--- src/hdl/ibd_pkg.sv ---
// Shared types and constants for the image box downscaler.
// Used by every module of image_box_downscale; depends on nothing.
package ibd_pkg;

    localparam int MAX_WIDTH  = 2048;
    localparam int MAX_HEIGHT = 2048;

    localparam int SIZE_W = 12;                    // frame size register width
    localparam int POS_W  = $clog2(MAX_WIDTH);     // column / row position
    localparam int PIX_W  = 16;
    localparam int SUM_W  = 20;
    localparam int CNT_W  = 5;
    localparam int ACC_W  = SUM_W + CNT_W;

    localparam int ACC_COLS = MAX_WIDTH / 2;
    localparam int IDX_W    = $clog2(ACC_COLS);

    localparam int QUEUE_DEPTH = 4;
    localparam int QPTR_W      = $clog2(QUEUE_DEPTH);
    localparam int QCNT_W      = $clog2(QUEUE_DEPTH + 1);

    localparam int DIV_BITS_PER_STAGE = 4;
    localparam int DIV_STAGES         = SUM_W / DIV_BITS_PER_STAGE;

    localparam int ADDR_W = 5;
    localparam int DATA_W = 32;

    localparam logic [SIZE_W-1:0] QVGA_WIDTH  = SIZE_W'(640);
    localparam logic [SIZE_W-1:0] QVGA_HEIGHT = SIZE_W'(480);

    typedef enum logic [2:0] {
        REG_FRAME_WIDTH  = 3'd0,
        REG_FRAME_HEIGHT = 3'd1,
        REG_DEPTH_MODE   = 3'd2,
        REG_QVGA_ENABLE  = 3'd3,
        REG_QUARTER_RES  = 3'd4
    } reg_idx_t;

    typedef enum logic [1:0] {
        QRM_OFF     = 2'd0,
        QRM_HALF    = 2'd1,
        QRM_QUARTER = 2'd2
    } qrm_t;

    typedef enum logic [1:0] {
        FACT_1 = 2'd0,
        FACT_2 = 2'd1,
        FACT_4 = 2'd2
    } factor_t;

    typedef struct packed {
        logic [SIZE_W-1:0] frame_width;
        logic [SIZE_W-1:0] frame_height;
        logic              depth_mode;
        logic              qvga_enable;
        logic [1:0]        quarter_res_mode;
    } cfg_t;

    // One finished block (or passed-through pixel) waiting for the divide
    typedef struct packed {
        logic [SUM_W-1:0] sum;
        logic [CNT_W-1:0] cnt;
        logic             last;
    } job_t;

endpackage

--- src/hdl/ibd_regs.sv ---
// APB-style configuration registers of the box downscaler.
// Depends on ibd_pkg.
module ibd_regs (
    input  logic                      clk,
    input  logic                      rst_n,
    input  logic                      psel,
    input  logic                      penable,
    input  logic                      pwrite,
    input  logic [ibd_pkg::ADDR_W-1:0] paddr,
    input  logic [ibd_pkg::DATA_W-1:0] pwdata,
    output logic [ibd_pkg::DATA_W-1:0] prdata,
    output logic                      pready,
    output ibd_pkg::cfg_t             cfg
);
    import ibd_pkg::*;

    cfg_t     cfg_reg;
    reg_idx_t idx;
    logic     wr_en;

    assign pready = 1'b1;
    assign idx    = reg_idx_t'(paddr[ADDR_W-1:2]);
    assign wr_en  = psel && penable && pwrite && pready;
    assign cfg    = cfg_reg;

    always_ff @(posedge clk or negedge rst_n)
    begin
        if (!rst_n)
        begin
            cfg_reg.frame_width      <= QVGA_WIDTH;
            cfg_reg.frame_height     <= QVGA_HEIGHT;
            cfg_reg.depth_mode       <= 1'b0;
            cfg_reg.qvga_enable      <= 1'b0;
            cfg_reg.quarter_res_mode <= QRM_OFF;
        end
        else if (wr_en)
        begin
            unique case (idx)
                REG_FRAME_WIDTH:  cfg_reg.frame_width      <= pwdata[SIZE_W-1:0];
                REG_FRAME_HEIGHT: cfg_reg.frame_height     <= pwdata[SIZE_W-1:0];
                REG_DEPTH_MODE:   cfg_reg.depth_mode       <= pwdata[0];
                REG_QVGA_ENABLE:  cfg_reg.qvga_enable      <= pwdata[0];
                REG_QUARTER_RES:  cfg_reg.quarter_res_mode <= pwdata[1:0];
                default:          ;
            endcase
        end
    end

    always_comb
    begin
        prdata = '0;
        unique case (idx)
            REG_FRAME_WIDTH:  prdata[SIZE_W-1:0] = cfg_reg.frame_width;
            REG_FRAME_HEIGHT: prdata[SIZE_W-1:0] = cfg_reg.frame_height;
            REG_DEPTH_MODE:   prdata[0]          = cfg_reg.depth_mode;
            REG_QVGA_ENABLE:  prdata[0]          = cfg_reg.qvga_enable;
            REG_QUARTER_RES:  prdata[1:0]        = cfg_reg.quarter_res_mode;
            default:          prdata             = '0;
        endcase
    end

endmodule

--- config.mk ---
export PLATFORM = sky130hd
export DESIGN_NAME = ibd_regs
export DESIGN_NICKNAME = d
export VERILOG_FILES = /design/src/hdl/ibd_pkg.sv /design/src/hdl/ibd_regs.sv
export SDC_FILE = /design/constraint.sdc
export NUM_CORES = 1
export LEC_CHECK = 0
export BUFFER_PORTS_ARGS = -buffer_cell sky130_fd_sc_hd__buf_2
export CORE_MARGIN = 2
export CORE_UTILIZATION = 42
export CTS_CLUSTER_DIAMETER = 60
export CTS_CLUSTER_SIZE = 24
export DETAILED_ROUTE_END_ITERATION = 10
export PLACE_DENSITY = 0.88
export SLEW_MARGIN = 30
export SYNTH_ARGS = -nofsm -noshare
export SYNTH_HDL_FRONTEND = slang
export SYNTH_SLANG_ARGS = --single-unit
--- constraint.sdc ---
create_clock -name clk -period 1.36 [get_ports clk]
set_input_delay 0.204 -clock clk [delete_from_list [all_inputs] [get_ports clk]]
set_output_delay 0.204 -clock clk [all_outputs]
set_load 0.02 [all_outputs]
==> impl_metrics.yaml <==
outcome:
  status: "finished with violations"
  violations: "negative setup slack"
clocking:
  clk_path_buf_depth: 2
  cts.sinks: 28
  tritoncts: "built"
  cts_htree_levels: 1
  clkLatencyLatePin_ns: 0.26
  path_clk_slew_ns: 0.09
  cts_buffers: 3
  root_buffer: "clkbuf_8"
route:
  route.detailed.drc: 0
  totalWireLength_mm: 3.23
  vias: 1128
  firstDrtPassIters: 4
  postRouteAntennaNets: 0
  drt-vias-per-instance: 4.53
  wl_per_cell_um: 13.0
  drt-initial-drc-count: 16
sta:
  post-route-min-period_ns: 1.50
  finalWorstSetupSlack_ns: -0.145
  finalHoldViolCount: 0
  tightest_slew_ns: 0.598
  drv_slew: 0
  setup_viol: 2
  skew_ns: 0
  grt_setup_unrepaired: "true"
  fmax_mhz: 665
  slew_headroom: 0.602
  finalCritPeriodShare: 1.11
worst_setup_path:
  startpoint_type: "flip-flop"
  cp_max_fo: 3
  timing.rr.start: "cfg[1]"
  r2r_cells: 3
  timing.rr.end: "cfg[1]"
  reg2reg_slack_ns: 0.37
  required_ns: 1.16
  path_class: "flip-flop to output port"
  critPathCaptureType: "output port"
  cp.arrival_ns: 1.30
power:
  power.leakage_uw: 0.00117
  ir_drop_v: 0.000721
  power_density_mw_per_mm2: 1340
global_routing:
  antenna_found_initial: 0
  grt_max_degree: 29
  grt_pass1_vias: 1029
  overflow: 0
  grt_usage: 0.155
  grt_pass1_wl_mm: 5.15
floorplanning:
  die_area_mm2: 0.00440
  pin_count: 103
  start_util: 0.442
  die_h_um: 66.3
  coreArea_mm2: 0.00369
  num_rows: 22
  die_x_um: 66.3
synthesis:
  synth_area_mm2: 0.00163
  yosys_warnings: 0
  netlist_instances: 126
  async_flop_share: 1.00
  avgSynthCellArea_um2: 12.9
  synth_area_leaders: "dfrtp_1, mux2_4, buf_4"
  synth_common_cells: "buf_4, dfrtp_1, mux2_4"
  synth_top_area_frac: 0.337
  synth_cell_types: 22
  yosysSeqAreaShare: 0.434
  yosysTopAreaCell: "dfrtp_1"
  synth-main-ff-cell: "dfrtp_1"
  synth-edff-count: 0
  ys_ff_latch: 28
cells_and_area:
  final_area_mm2: 0.00210
  largest_register_ffs: 28
  antenna_cells: 0
  drive_gt1_frac: 0.617
  area_delta_synth_final_pct: 28.9
  fin_nets: 244
  fillers: 332
place:
  gp_congestion: 0.788
  place_ws_ns: -0.0251
  numPortBuffers: 59
  dp_hpwl_mm: 2.40
  placed_area_mm2: 0.00190
hold_path:
  hold_path_class: "input pin to flip-flop"
  holdCritStartpoint: "pwdata[8]"
  whs_path_depth: 2
  hold_path_end: "cfg[24]"
flow_run:
  cap_viol_max_count: 0
worst max-delay path by stage:
stage,startpoint,to,slack (ns),depth (start not counted)
3_5_place_dp,pwrite,cfg[12],-0.03,4
6_report,cfg[3],prdata[0],-0.14,4
2_1_floorplan,cfg[1],prdata[1],0.0004,3
4_1_cts,cfg[3],prdata[0],-0.15,4
5_1_grt,cfg[0],prdata[0],-0.20,4
3_3_place_gp,pwrite,cfg[12],-0.008,4
cell usage in the layout, fill, tap and decap left out:
cell type and instances:
a21oi_1 1, a21oi_2 1, a311o_1 1, and3_4 1, and4bb_4 1, buf_12 1, buf_2 51, buf_4 26
buf_6 1, bufinv_16 1, clkbuf_8 3, conb_1 21, dfrtp_1 22, dfstp_2 6, dlygate4sd3_1 1, mux2_2 8
mux2_4 20, mux2i_1 12, nand2_1 1, nand3_1 3, nand3b_1 2, nand3b_4 1, nor2_1 12, nor2_4 1
nor2b_1 1, or2_2 1, or2_4 1
power by group:
part	leakage (µW)	internal, µW	switching [µW]
sequential	0.000344	1020	116
clock	0.0000357	393	246
combinational	0.000789	502	537
total	0.00117	1920	899
per-stage QoR:
step / hold WS, ns / std cells / power (µW) / util / setup TNS, ns
after floorplan: -0.0916 / 145 / 1810 / - / 0
after global placement: 0.238 / 232 / 2050 / 0.516 / -0.0593
after detailed placement: 0.253 / 232 / 2070 / 0.516 / -0.230
after CTS: 0.168 / 241 / 2760 / 0.551 / -0.234
after global routing: 0.157 / 249 / 2970 / 0.570 / -0.459
final: 0.171 / 249 / 2810 / 0.570 / -0.166
cells by family (layout without fill, tap and decap cells):
| logic type | after synthesis | count (layout) | share of synthesized area |
|---|---|---|---|
| simple gates | 25 | 25 | 0.0959 |
| compound gates | 3 | 3 | 0.0123 |
| mux | 40 | 40 | 0.313 |
| other cells | 2 | 21 | 0.00460 |
| buf+inv | 28 | 84 | 0.140 |
| flops | 28 | 28 | 0.434 |
what timing repair did:
item                                   4_1_cts  5_1_grt
pin swaps                                    2        3
hold buffers                                 1        0
resized for setup                            7        4
buffers inserted                             4        8
setup endpoints to repair                    5        8
endpoints found under the hold margin       22        0
critical path: stages, from the launching register on:
cell and delay, ns:
dfrtp_1 0.40, nand3b_1 0.10, a21oi_1 0.07, a311o_1 0.33
buf_6 0.13
metal layers:
layer	share of wire	global-route usage	vias up	routed length, µm
met1	0.43	0.199	550	1380
met4	0.0025	0.0306	0	8
met2	0.52	0.275	41	1670
li1	-	-	535	-
met3	0.054	0.0256	2	175
met5	0	0	-	0
cell type report:
type	count	area [µm²]	area share
Timing Repair Buffer	80	492	0.234
Sequential cell	28	708	0.337
Clock buffer	3	41.3	0.0196
Clock inverter	1	30.0	0.0143
Tap cell	48	60.1	0.0286
Multi-Input combinational cell	89	772	0.367
Note: power is estimated with default switching activity, not from simulation.
