==> config.mk <==
export PLATFORM = sky130hd
export DESIGN_NAME = ibd_fifo
export DESIGN_NICKNAME = d
export VERILOG_FILES = /design/src/hdl/ibd_pkg.sv /design/src/hdl/ibd_fifo.sv
export SDC_FILE = /design/constraint.sdc
export NUM_CORES = 1
export LEC_CHECK = 0
export ABC_AREA = 1
export BUFFER_PORTS_ARGS = -buffer_cell sky130_fd_sc_hd__buf_2
export CORE_ASPECT_RATIO = 0.8
export CORE_UTILIZATION = 40
export CTS_CLUSTER_DIAMETER = 30
export DETAILED_ROUTE_END_ITERATION = 10
export GPL_TIMING_DRIVEN = 0
export PLACE_DENSITY = 0.6
export SLEW_MARGIN = 10
export SYNTH_ARGS = -nofsm -noshare
export SYNTH_HDL_FRONTEND = slang
export SYNTH_SLANG_ARGS = --single-unit
export TNS_END_PERCENT = 100
==> constraint.sdc <==
create_clock -name clk -period 3.6 [get_ports clk]
set_input_delay 0.72 -clock clk [delete_from_list [all_inputs] [get_ports clk]]
set_output_delay 0.72 -clock clk [all_outputs]
set_load 0.03 [all_outputs]
==> src/hdl/ibd_pkg.sv <==
// Shared types and constants for the image box downscaler.
// Used by every module of image_box_downscale; depends on nothing.
package ibd_pkg;

    localparam int MAX_WIDTH  = 2048;
    localparam int MAX_HEIGHT = 2048;

    localparam int SIZE_W = 12;                    // frame size register width
    localparam int POS_W  = $clog2(MAX_WIDTH);     // column / row position
    localparam int PIX_W  = 16;
    localparam int SUM_W  = 20;
    localparam int CNT_W  = 5;
    localparam int ACC_W  = SUM_W + CNT_W;

    localparam int ACC_COLS = MAX_WIDTH / 2;
    localparam int IDX_W    = $clog2(ACC_COLS);

    localparam int QUEUE_DEPTH = 4;
    localparam int QPTR_W      = $clog2(QUEUE_DEPTH);
    localparam int QCNT_W      = $clog2(QUEUE_DEPTH + 1);

    localparam int DIV_BITS_PER_STAGE = 4;
    localparam int DIV_STAGES         = SUM_W / DIV_BITS_PER_STAGE;

    localparam int ADDR_W = 5;
    localparam int DATA_W = 32;

    localparam logic [SIZE_W-1:0] QVGA_WIDTH  = SIZE_W'(640);
    localparam logic [SIZE_W-1:0] QVGA_HEIGHT = SIZE_W'(480);

    typedef enum logic [2:0] {
        REG_FRAME_WIDTH  = 3'd0,
        REG_FRAME_HEIGHT = 3'd1,
        REG_DEPTH_MODE   = 3'd2,
        REG_QVGA_ENABLE  = 3'd3,
        REG_QUARTER_RES  = 3'd4
    } reg_idx_t;

    typedef enum logic [1:0] {
        QRM_OFF     = 2'd0,
        QRM_HALF    = 2'd1,
        QRM_QUARTER = 2'd2
    } qrm_t;

    typedef enum logic [1:0] {
        FACT_1 = 2'd0,
        FACT_2 = 2'd1,
        FACT_4 = 2'd2
    } factor_t;

    typedef struct packed {
        logic [SIZE_W-1:0] frame_width;
        logic [SIZE_W-1:0] frame_height;
        logic              depth_mode;
        logic              qvga_enable;
        logic [1:0]        quarter_res_mode;
    } cfg_t;

    // One finished block (or passed-through pixel) waiting for the divide
    typedef struct packed {
        logic [SUM_W-1:0] sum;
        logic [CNT_W-1:0] cnt;
        logic             last;
    } job_t;

endpackage

==> src/hdl/ibd_fifo.sv <==
// Short job queue between the front end and the divide back end.
// Depends on ibd_pkg.
module ibd_fifo (
    input  logic                       clk,
    input  logic                       rst_n,
    input  logic                       push,
    input  ibd_pkg::job_t              push_job,
    input  logic                       pop,
    output logic                       head_valid,
    output ibd_pkg::job_t              head_job,
    output logic [ibd_pkg::QCNT_W-1:0] count
);
    import ibd_pkg::*;

    job_t               slot_reg [QUEUE_DEPTH];
    logic [QPTR_W-1:0]  wr_ptr_reg, rd_ptr_reg;
    logic [QCNT_W-1:0]  count_reg;
    logic               do_pop;

    assign head_valid = (count_reg != '0);
    assign head_job   = slot_reg[rd_ptr_reg];
    assign count      = count_reg;
    assign do_pop     = pop && head_valid;

    always_ff @(posedge clk or negedge rst_n)
    begin
        if (!rst_n)
        begin
            wr_ptr_reg <= '0;
            rd_ptr_reg <= '0;
            count_reg  <= '0;
        end
        else
        begin
            if (push)
                wr_ptr_reg <= wr_ptr_reg + QPTR_W'(1);
            if (do_pop)
                rd_ptr_reg <= rd_ptr_reg + QPTR_W'(1);
            count_reg <= count_reg + QCNT_W'(push) - QCNT_W'(do_pop);
        end
    end

    always_ff @(posedge clk)
    begin
        if (push)
            slot_reg[wr_ptr_reg] <= push_job;
    end

endmodule

==> summary.md <==
| Metric | Value |
|---|---|
| Maximum vdd drop | `421 uV` |
| RSZ-0062 raised after global routing | `false` |
| Sw frac | `0.388` |
| Antenna violations before repair | `0` |
| Largest family of logic cells by synthesized area | `simple AND/OR/NAND/NOR gates` |
| CP Max Fanout | `10` |
| Starting density of the core | `0.413` |
| Final net count | `488` |
| Reg clk slew, reported paths | `roughly 0.070 ns` |
| Max reg flops | `104` |
| #FFs+latches synth | `111` |
| PD cells | `919 mW/mm2` |
| CP Capture Type | `output port` |
| Worst Tran Pin Value | `~1.1 ns` |
| Resize count post-CTS | `0` |
| Worst Clk Skew | `roughly 0.0061 ns` |
| Fin crit share | `0.697` |
| Status | `finished clean` |
| Die width | `about 120 um` |
| Area growth, synth to finish | `18.4%` |
| Setup bufs post-CTS | `0` |
| Clock latency on the worst-skew pair | `0.34 ns` |
| Max_cap viols | `0` |
| DIE AREA | `0.0118 mm2` |
| Worst setup path class | `flip-flop to output port` |
| Simple-gate share of the synthesized area | `0.124` |
| Net Count, Synth | `between 400 and 500` |
| Slew Limit Fails | `0` |
| Vert. Die Dim | `a little under 100 um` |
| Final instance area | `0.00537 mm2` |
| Area contributors post-synth | `edfxtp_1 (69%), nand2_1 (7.8%), nor2_1 (4.4%)` |
| Synth unique cells | `18` |
| # rows | `34` |
| Max-slew headroom | `0.246` |
| Setup violations, final | `0` |
| DRC violation count after routing | `0` |
| CTS buffer count | `9` |
| First-pass GRT wire length | `14600 um` |
| FMAX | `0.398 GHz` |
| RD Place Congestion | `roughly 0.7` |
| Xor and xnor area share after synthesis | `0.00579` |
| Final WL | `9050 um` |
| Max Root-Sink Buffers | `2` |
| CTS tree | `yes` |
| Design Power | `0.00494 W` |
| H-tree depth | `3` |
| Post-synth ARST share | `0.0631` |
| Largest net degree at the start of global routing | `27` |
| Pleak | `2.23 nW` |
| Adder-cell area share of the yosys netlist | `0.0210` |
| Sequential share of power | `0.361` |
| ANT cells | `0` |
| Synth cell count leaders | `edfxtp_1 (104), nand2_1 (94), nor2_1 (53), inv_1 (39), o21ai_0 (38)` |
| Hold Buf Count CTS | `0` |
| Detailed placement HPWL | `5670 um` |
| Clock share of power | `0.237` |
| Most common cell in the netlist | `edfxtp_1` |
| Hold WC Path Type | `primary input to async pin` |
| First-iteration detailed-routing DRC count | `221` |
| Final ANT Viol Nets | `0` |
| Syn avg cell area | `11.9 um2` |
| Crit path launch type | `flip-flop` |
| Area leader, netlist | `edfxtp_1` |
| DRT Pass-1 Iters | `4` |
| Critical Path RT | `2.88 ns` |
| Switching Power | `0.00192 W` |
| Vias in the first global route | `2747` |
| Grt total ovfl | `0` |
| Placed cell area | `between 0.005 and 0.006 mm2` |
| Clock sink count | `111` |
| WL per Instance | `15.1 um` |
| Ys Warns | `0` |
| EDFF count, synth | `104` |
| Clock root buffer | `clkbuf_16` |
| Final std cells w/o fill | `600` |
| Mapped Cells | `381` |
| Mux contribution to synthesized area | `0` |
| DR vias/cell | `4.64` |
| Final core utilization | `0.490` |
| Total Routing Usage GR | `0.169` |
| I/O Buffers | `59` |
| Via count | `2781` |
| Placed insts | `between 500 and 600` |
| Layout cells sized above 1 | `0.202` |
| Core box area | `about 0.011 mm2` |
| Synth top area share | `0.688` |
| Critical path arrival | `around 1.8 ns` |
| Synth Flop Type | `edfxtp_1` |
| Comb power frac | `0.402` |
| Synth Area in Compound Gates | `0.0585` |
| Min Tclk post-route | `2.51 ns` |
| Sequential share of the synthesized area | `0.727` |
| # IOs | `60` |
| Setup_tns | `0 ns` |
| Cell internal pwr | `0.00302 W` |
| # fillers | `989` |
| Post-Synthesis Cell Area | `0.00454 mm2` |
| Final hold vios | `0` |
## final timing paths
check,startpoint,to,slack (ns),depth (start not counted)
worst max-delay path,rd_ptr_reg[1],head_job[12],1.09,5
worst min-delay path,rst_n,wr_ptr_reg[1],0.20,1
worst max register to register,wr_ptr_reg[0],slot_reg[0][25],1.35,4
worst min register to register,rd_ptr_reg[1],rd_ptr_reg[1],0.51,2
max in group asynchronous,rst_n,rd_ptr_reg[0],3.24,1
min in group clk,rd_ptr_reg[1],rd_ptr_reg[1],0.51,2
## cell usage in the layout, fill, tap and decap left out
| cell type | Yosys | layout |
|---|---|---|
| inv_2 | 2 | 3 |
| clkbuf_1 | 3 | 3 |
| buf_2 | 3 | 62 |
| edfxtp_1 | 104 | 104 |
| buf_6 | 8 | 8 |
| clkinv_1 | 0 | 3 |
| buf_4 | 2 | 2 |
| clkinv_2 | 0 | 3 |
| clkbuf_2 | 1 | 1 |
| bufinv_16 | 0 | 4 |
| dfrtp_1 | 7 | 7 |
| xor2_1 | 2 | 2 |
| fa_1 | 1 | 1 |
| o21ai_1 | 15 | 15 |
| clkbuf_16 | 0 | 9 |
| ha_1 | 6 | 6 |
| o21ai_0 | 38 | 38 |
| inv_1 | 39 | 35 |
| nand3_1 | 2 | 2 |
| nor2_1 | 53 | 53 |
| xnor2_1 | 1 | 1 |
| nand2_1 | 94 | 94 |
## metrics by stage
stage | worst slack (ns) | hold slack (ns)
finish | 1.09 | 0.199
global route | 0.939 | 0.204
CTS | 1.03 | 0.196
detailed placement | 1.09 | 0.503
global placement | 1.09 | 0.477
floorplan | 1.29 | 0.424
## cells by family after synthesis
| logic type | after synthesis |
|---|---|
| and+or+nand+nor | 149 |
| DFF | 111 |
| buffers and inverters | 58 |
| AOI/OAI and AO/OA | 53 |
| adders and majority gates | 7 |
| xor gates and xnor gates | 3 |
## critical path, cell delays in order (launching register included)
cell and delay [ns]:
dfrtp_1 0.39, inv_2 0.13, clkbuf_1 0.49, nand2_1 0.11, nand2_1 0.12, buf_2 0.20
## power groups by stage
| stage | Combinational [W] | Sequential, W | Clock, W |
|---|---|---|---|
| 2_1_floorplan | 0.00137 | 0.00182 | 0 |
| 3_3_place_gp | 0.00198 | 0.00180 | 0 |
| 3_5_place_dp | 0.00201 | 0.00181 | 0 |
| 5_1_grt | 0.00220 | 0.00180 | 0.00123 |
| 6_report | 0.00199 | 0.00178 | 0.00117 |
| 4_1_cts | 0.00202 | 0.00178 | 0.00119 |
## per-layer routing
metal | wire [um] | track usage | vias up
met1 | 4090 | 0.229 | 1303
li1 | - | - | 1400
met5 | 0 | 0 | -
met4 | 71 | 0.0560 | 0
met3 | 595 | 0.0458 | 4
met2 | 4290 | 0.262 | 74
## area by class of cell
cell class / instances / area [um2] / share of cell area
plain buffers: 17 / 136 / 0.0254
repair buffers: 59 / 295 / 0.0550
well taps: 144 / 180 / 0.0335
flip-flops and latches: 111 / 3300 / 0.614
clock inverters: 7 / 135 / 0.0252
clock buffers: 9 / 225 / 0.0419
inverters: 41 / 154 / 0.0286
multi-input cells: 212 / 948 / 0.177
Power figures use the tool's default switching activity.
