### src/hdl/ibd_pkg.sv
// Shared types and constants for the image box downscaler.
// Used by every module of image_box_downscale; depends on nothing.
package ibd_pkg;

    localparam int MAX_WIDTH  = 2048;
    localparam int MAX_HEIGHT = 2048;

    localparam int SIZE_W = 12;                    // frame size register width
    localparam int POS_W  = $clog2(MAX_WIDTH);     // column / row position
    localparam int PIX_W  = 16;
    localparam int SUM_W  = 20;
    localparam int CNT_W  = 5;
    localparam int ACC_W  = SUM_W + CNT_W;

    localparam int ACC_COLS = MAX_WIDTH / 2;
    localparam int IDX_W    = $clog2(ACC_COLS);

    localparam int QUEUE_DEPTH = 4;
    localparam int QPTR_W      = $clog2(QUEUE_DEPTH);
    localparam int QCNT_W      = $clog2(QUEUE_DEPTH + 1);

    localparam int DIV_BITS_PER_STAGE = 4;
    localparam int DIV_STAGES         = SUM_W / DIV_BITS_PER_STAGE;

    localparam int ADDR_W = 5;
    localparam int DATA_W = 32;

    localparam logic [SIZE_W-1:0] QVGA_WIDTH  = SIZE_W'(640);
    localparam logic [SIZE_W-1:0] QVGA_HEIGHT = SIZE_W'(480);

    typedef enum logic [2:0] {
        REG_FRAME_WIDTH  = 3'd0,
        REG_FRAME_HEIGHT = 3'd1,
        REG_DEPTH_MODE   = 3'd2,
        REG_QVGA_ENABLE  = 3'd3,
        REG_QUARTER_RES  = 3'd4
    } reg_idx_t;

    typedef enum logic [1:0] {
        QRM_OFF     = 2'd0,
        QRM_HALF    = 2'd1,
        QRM_QUARTER = 2'd2
    } qrm_t;

    typedef enum logic [1:0] {
        FACT_1 = 2'd0,
        FACT_2 = 2'd1,
        FACT_4 = 2'd2
    } factor_t;

    typedef struct packed {
        logic [SIZE_W-1:0] frame_width;
        logic [SIZE_W-1:0] frame_height;
        logic              depth_mode;
        logic              qvga_enable;
        logic [1:0]        quarter_res_mode;
    } cfg_t;

    // One finished block (or passed-through pixel) waiting for the divide
    typedef struct packed {
        logic [SUM_W-1:0] sum;
        logic [CNT_W-1:0] cnt;
        logic             last;
    } job_t;

endpackage

### src/hdl/ibd_back.sv
// Back end: pipelined restoring divider (sum / count) and output register.
// Depends on ibd_pkg.
module ibd_back (
    input  logic                      clk,
    input  logic                      rst_n,
    input  logic                      q_valid,
    input  ibd_pkg::job_t             q_job,
    output logic                      q_pop,
    output logic                      m_tvalid,
    input  logic                      m_tready,
    output logic [ibd_pkg::PIX_W-1:0] m_tdata,     // [15:0] pixel_out
    output logic                      m_tlast      // frame_end
);
    import ibd_pkg::*;

    typedef struct packed {
        logic [CNT_W-1:0] rem;
        logic [SUM_W-1:0] qd;    // dividend bits shift out, quotient bits shift in
    } div_acc_t;

    function automatic div_acc_t div_step(input div_acc_t a, input logic [CNT_W-1:0] d);
        div_acc_t     r;
        logic [CNT_W:0] t;
        r = a;
        for (int k = 0; k < DIV_BITS_PER_STAGE; k++)
        begin
            t    = {r.rem, r.qd[SUM_W-1]};
            r.qd = {r.qd[SUM_W-2:0], 1'b0};
            if (t >= {1'b0, d})
            begin
                t       = t - {1'b0, d};
                r.qd[0] = 1'b1;
            end
            r.rem = t[CNT_W-1:0];
        end
        return r;
    endfunction

    logic             st_valid_reg [DIV_STAGES];
    div_acc_t         st_acc_reg   [DIV_STAGES];
    logic [CNT_W-1:0] st_div_reg   [DIV_STAGES];
    logic             st_last_reg  [DIV_STAGES];

    logic             out_valid_reg, out_last_reg;
    logic [PIX_W-1:0] out_data_reg;
    logic             adv;
    div_acc_t         first_in;

    // whole pipeline moves together unless the output holds an untaken result
    assign adv      = !out_valid_reg || m_tready;
    assign q_pop    = adv && q_valid;
    assign first_in = '{rem: '0, qd: q_job.sum};

    always_ff @(posedge clk or negedge rst_n)
    begin
        if (!rst_n)
        begin
            for (int i = 0; i < DIV_STAGES; i++)
                st_valid_reg[i] <= 1'b0;
            out_valid_reg <= 1'b0;
        end
        else if (adv)
        begin
            st_valid_reg[0] <= q_valid;
            for (int i = 1; i < DIV_STAGES; i++)
                st_valid_reg[i] <= st_valid_reg[i-1];
            out_valid_reg <= st_valid_reg[DIV_STAGES-1];
        end
    end

    always_ff @(posedge clk)
    begin
        if (adv)
        begin
            st_acc_reg[0]  <= div_step(first_in, q_job.cnt);
            st_div_reg[0]  <= q_job.cnt;
            st_last_reg[0] <= q_job.last;
            for (int i = 1; i < DIV_STAGES; i++)
            begin
                st_acc_reg[i]  <= div_step(st_acc_reg[i-1], st_div_reg[i-1]);
                st_div_reg[i]  <= st_div_reg[i-1];
                st_last_reg[i] <= st_last_reg[i-1];
            end
            // all-zero depth block has no samples: mean is zero
            out_data_reg <= (st_div_reg[DIV_STAGES-1] == '0) ? '0 :
                            st_acc_reg[DIV_STAGES-1].qd[PIX_W-1:0];
            out_last_reg <= st_last_reg[DIV_STAGES-1];
        end
    end

    assign m_tvalid = out_valid_reg;
    assign m_tdata  = out_data_reg;
    assign m_tlast  = out_last_reg;

endmodule

### config.mk
export PLATFORM = sky130hd
export DESIGN_NAME = ibd_back
export DESIGN_NICKNAME = d
export VERILOG_FILES = /design/src/hdl/ibd_pkg.sv /design/src/hdl/ibd_back.sv
export SDC_FILE = /design/constraint.sdc
export NUM_CORES = 1
export LEC_CHECK = 0
export ABC_CLOCK_PERIOD_IN_PS = 6900
export BUFFER_PORTS_ARGS = -buffer_cell sky130_fd_sc_hd__buf_2
export CAP_MARGIN = 40
export CORE_UTILIZATION = 55
export DETAILED_ROUTE_END_ITERATION = 8
export HOLD_SLACK_MARGIN = 0.1
export PLACE_DENSITY = 0.75
export SYNTH_ARGS = -nofsm -noshare
export SYNTH_HDL_FRONTEND = slang
export SYNTH_SLANG_ARGS = --single-unit
### constraint.sdc
create_clock -name clk -period 6.9 [get_ports clk]
set_input_delay 0.345 -clock clk [delete_from_list [all_inputs] [get_ports clk]]
set_output_delay 0.345 -clock clk [all_outputs]
set_load 0.02 [all_outputs]
==> results.md <==
- Status: finished with violations
- Violated checks: negative setup slack
- Final worst clock skew: 0.0151 ns
- Global-route wire length before repair: ~32000 um
- Most frequent cells after synthesis: edfxtp_1, ha_1, inv_1
- Slew at the pin closest to its max-slew limit: 0.806 ns
- Initial antenna violation count: 0
- # diodes: 0
- I/O Pins: 49
- Worst-skew pair later-pin latency: 0.43 ns
- EDFF count, synth: 147
- Placeable Area: 17200 um2
- Largest stage delay on the critical path: 0.44 ns
- Max_cap viols: 0
- Warnings, synthesis: 0
- Average size of a mapped cell: 11.9 um2
- Initial Utilization: 56.1%
- DIE HEIGHT: 135 um
- Router iterations before antenna repair: 5
- CTS tree: yes
- Length in cells of the worst reg-to-reg path: 32
- Initial DRC count: 376
- GRT Util Overall: between 20% and 30%
- Placed Cells: around 1.2k
- Vias: roughly 7k
- CTS root buf: clkbuf_16
- Max-Slew Margin vs Limit: 46.2%
- Layout Cells excl Fill: between 1k and 1.5k
- Post-DP HPWL: 14200 um
- CP arrival: 7.32 ns
- Via density: 5.66
- Synth top area share: 45.7%
- Family with the most delay on the worst path: compound AO/OA/AOI/OAI gates
- Clock Sinks: 153
- Final nets: 1162
- # fillers: 1136
- Via count of the first global-routing pass: 6909
- Yosys cell types: 69
- Routed Antenna Nets: 0
- Routed len/inst: 16.6 um
- Crit path max-delay cell type: or3_4
- # DRC: 0
- Die width: around 130 um
- R2R Path Start: st_div_reg[0][13]
- I/O Buffers: 48
- Critical path class: reg -> reg
- Largest net degree at the start of global routing: 67
- Die area: 18100 um2
- H-tree depth: 4
- Number of placement rows: 48
- Synth Cell Area: about 9700 um2
- Crit Path Max Fanout: 4
- RR Endpoint: st_acc_reg[3][23]
- Sequential area share after synthesis: a little under half
- Flops & latches, synth: 153
- CP Capture Type: flop
- Hold Crit Depth: 1
- Num CTS Buffers: 17
- WL final: about 21000 um
- Area delta synth->final: 27.8%
- RSZ-0062 raised after global routing: yes
- Largest area contributor in the synthesized netlist: edfxtp_1
- Async set-reset flop share out of synthesis: under 10%
- Critical Path RT: 7.08 ns
- Fin worst setup slack: -0.241 ns
- Syn Inst Count: between 800 and 900
- Prevailing post-synth register cell: edfxtp_1
- Count of final setup violators: 6
- Most frequent cell after synthesis: edfxtp_1
- Crit path launch type: flop
- Synth area leaders: edfxtp_1, ha_1, fa_1
- Hold_sp: q_job[7]
- Type of the most critical hold path: in -> reg
- Slew Viols, Final: 0
- Maximum clock rate: 0.140 GHz
- Period utilization: 103%
- Total gr overflow: 0
- R2r setup slk: -0.24 ns
- Syn nets: 956
- Clock-pin slew on the worst setup and hold paths: 0.07 ns
- Max reg flops: 100
- CTS Buffer Depth: 2
- CP most frequent cell: a21o_1
- Hold endpoint: st_acc_reg[0][5]
- Hold Violations, Final: 0
- RD Place Congestion: 0.890
- Buf/Inv on CP: 5
- Layout cell share with drive strength beyond 1: a little under a third
- Minimum clock period after layout: 7.14 ns
## routing by layer
metal  GRT usage [%]  wire length (um)
met5               0                 0
met1            29.5              9010
met4            8.36               447
met3            3.45               973
met2            38.5             10400
## cells in the final DEF (no fill, tap or decap), drive strengths merged, types with 7 or more instances in the layout
cell,count
a21boi,7
nor3,7
edfxtp,147
nor3b,7
a21oi,44
fa,18
nand2,20
dlygate4sd3,17
nor2,33
buf,183
xor2,13
mux2,23
and2,8
mux2i,23
and3,11
inv,97
a21o,34
xnor2,29
nand3,9
clkbuf,17
ha,97
o211ai,7
nor2b,29
nand2b,12
clkinv,7
a211oi,11
o21ai,28
## area by class of cell
cell class              count  area [um2]  area share (%)
multi-input cells         553        5150            41.7
repair buffers            200        1440            11.7
flip-flops and latches    153        4560            36.9
clock inverters            15         139            1.12
well taps                 225         282            2.28
inverters                  92         348            2.82
clock buffers              17         425            3.44
## worst max path at each step
| stage | start | end | cells after the start |
|---|---|---|---|
| after global routing | st_div_reg[0][13] | st_acc_reg[3][23] | 31 |
| after CTS | st_acc_reg[2][19] | st_acc_reg[3][23] | 30 |
| after global placement | st_acc_reg[2][19] | st_acc_reg[3][23] | 32 |
| final | st_div_reg[0][13] | st_acc_reg[3][23] | 32 |
| after detailed placement | st_acc_reg[2][19] | st_acc_reg[3][23] | 32 |
| after floorplan | st_div_reg[0][13] | st_acc_reg[3][23] | 32 |
## worst reg2reg max path: cells and delay by family (launching register included)
kind | cells | cell delay, ns
compound gates | 16 | 3.30
fa+ha+maj | 4 | 1.09
buf+inv | 5 | 0.59
flops | 1 | 0.41
mux | 2 | 0.57
simple gates | 5 | 0.94
## cells by family after synthesis
group	share of synthesized area, %
AO/OA/AOI/OAI	13.8
AND/OR/NAND/NOR	9.33
flip-flops	47.2
multiplexers	5.23
adder cells (fa/ha/maj)	16.3
buffers and inverters	4.31
XOR/XNOR	3.81
## what timing repair did
item	CTS	global route
endpoints found under the hold margin	22	0
pin swaps	22	28
buffers inserted	19	18
setup endpoints to repair	13	18
resized for setup	30	61
cloned	0	0
hold buffers	17	0
## per-stage QoR
step	util (%)	hold WS (ns)	TNS, ns	setup WS, ns	cell area (um2)
detailed placement	63.5	0.178	-1.44	-0.315	10900
CTS	69.3	0.112	-0.0884	-0.0570	11900
finish	71.7	0.140	-0.802	-0.241	12400
floorplan	-	0.0494	0	0.0238	9760
global route	71.7	0.120	-2.32	-0.401	12400
global placement	63.4	0.171	-0.389	-0.177	10900
Power is left out: the tool's default activity adds up to more than one toggle a clock period on the data nets, which glitch-free logic cannot reach.
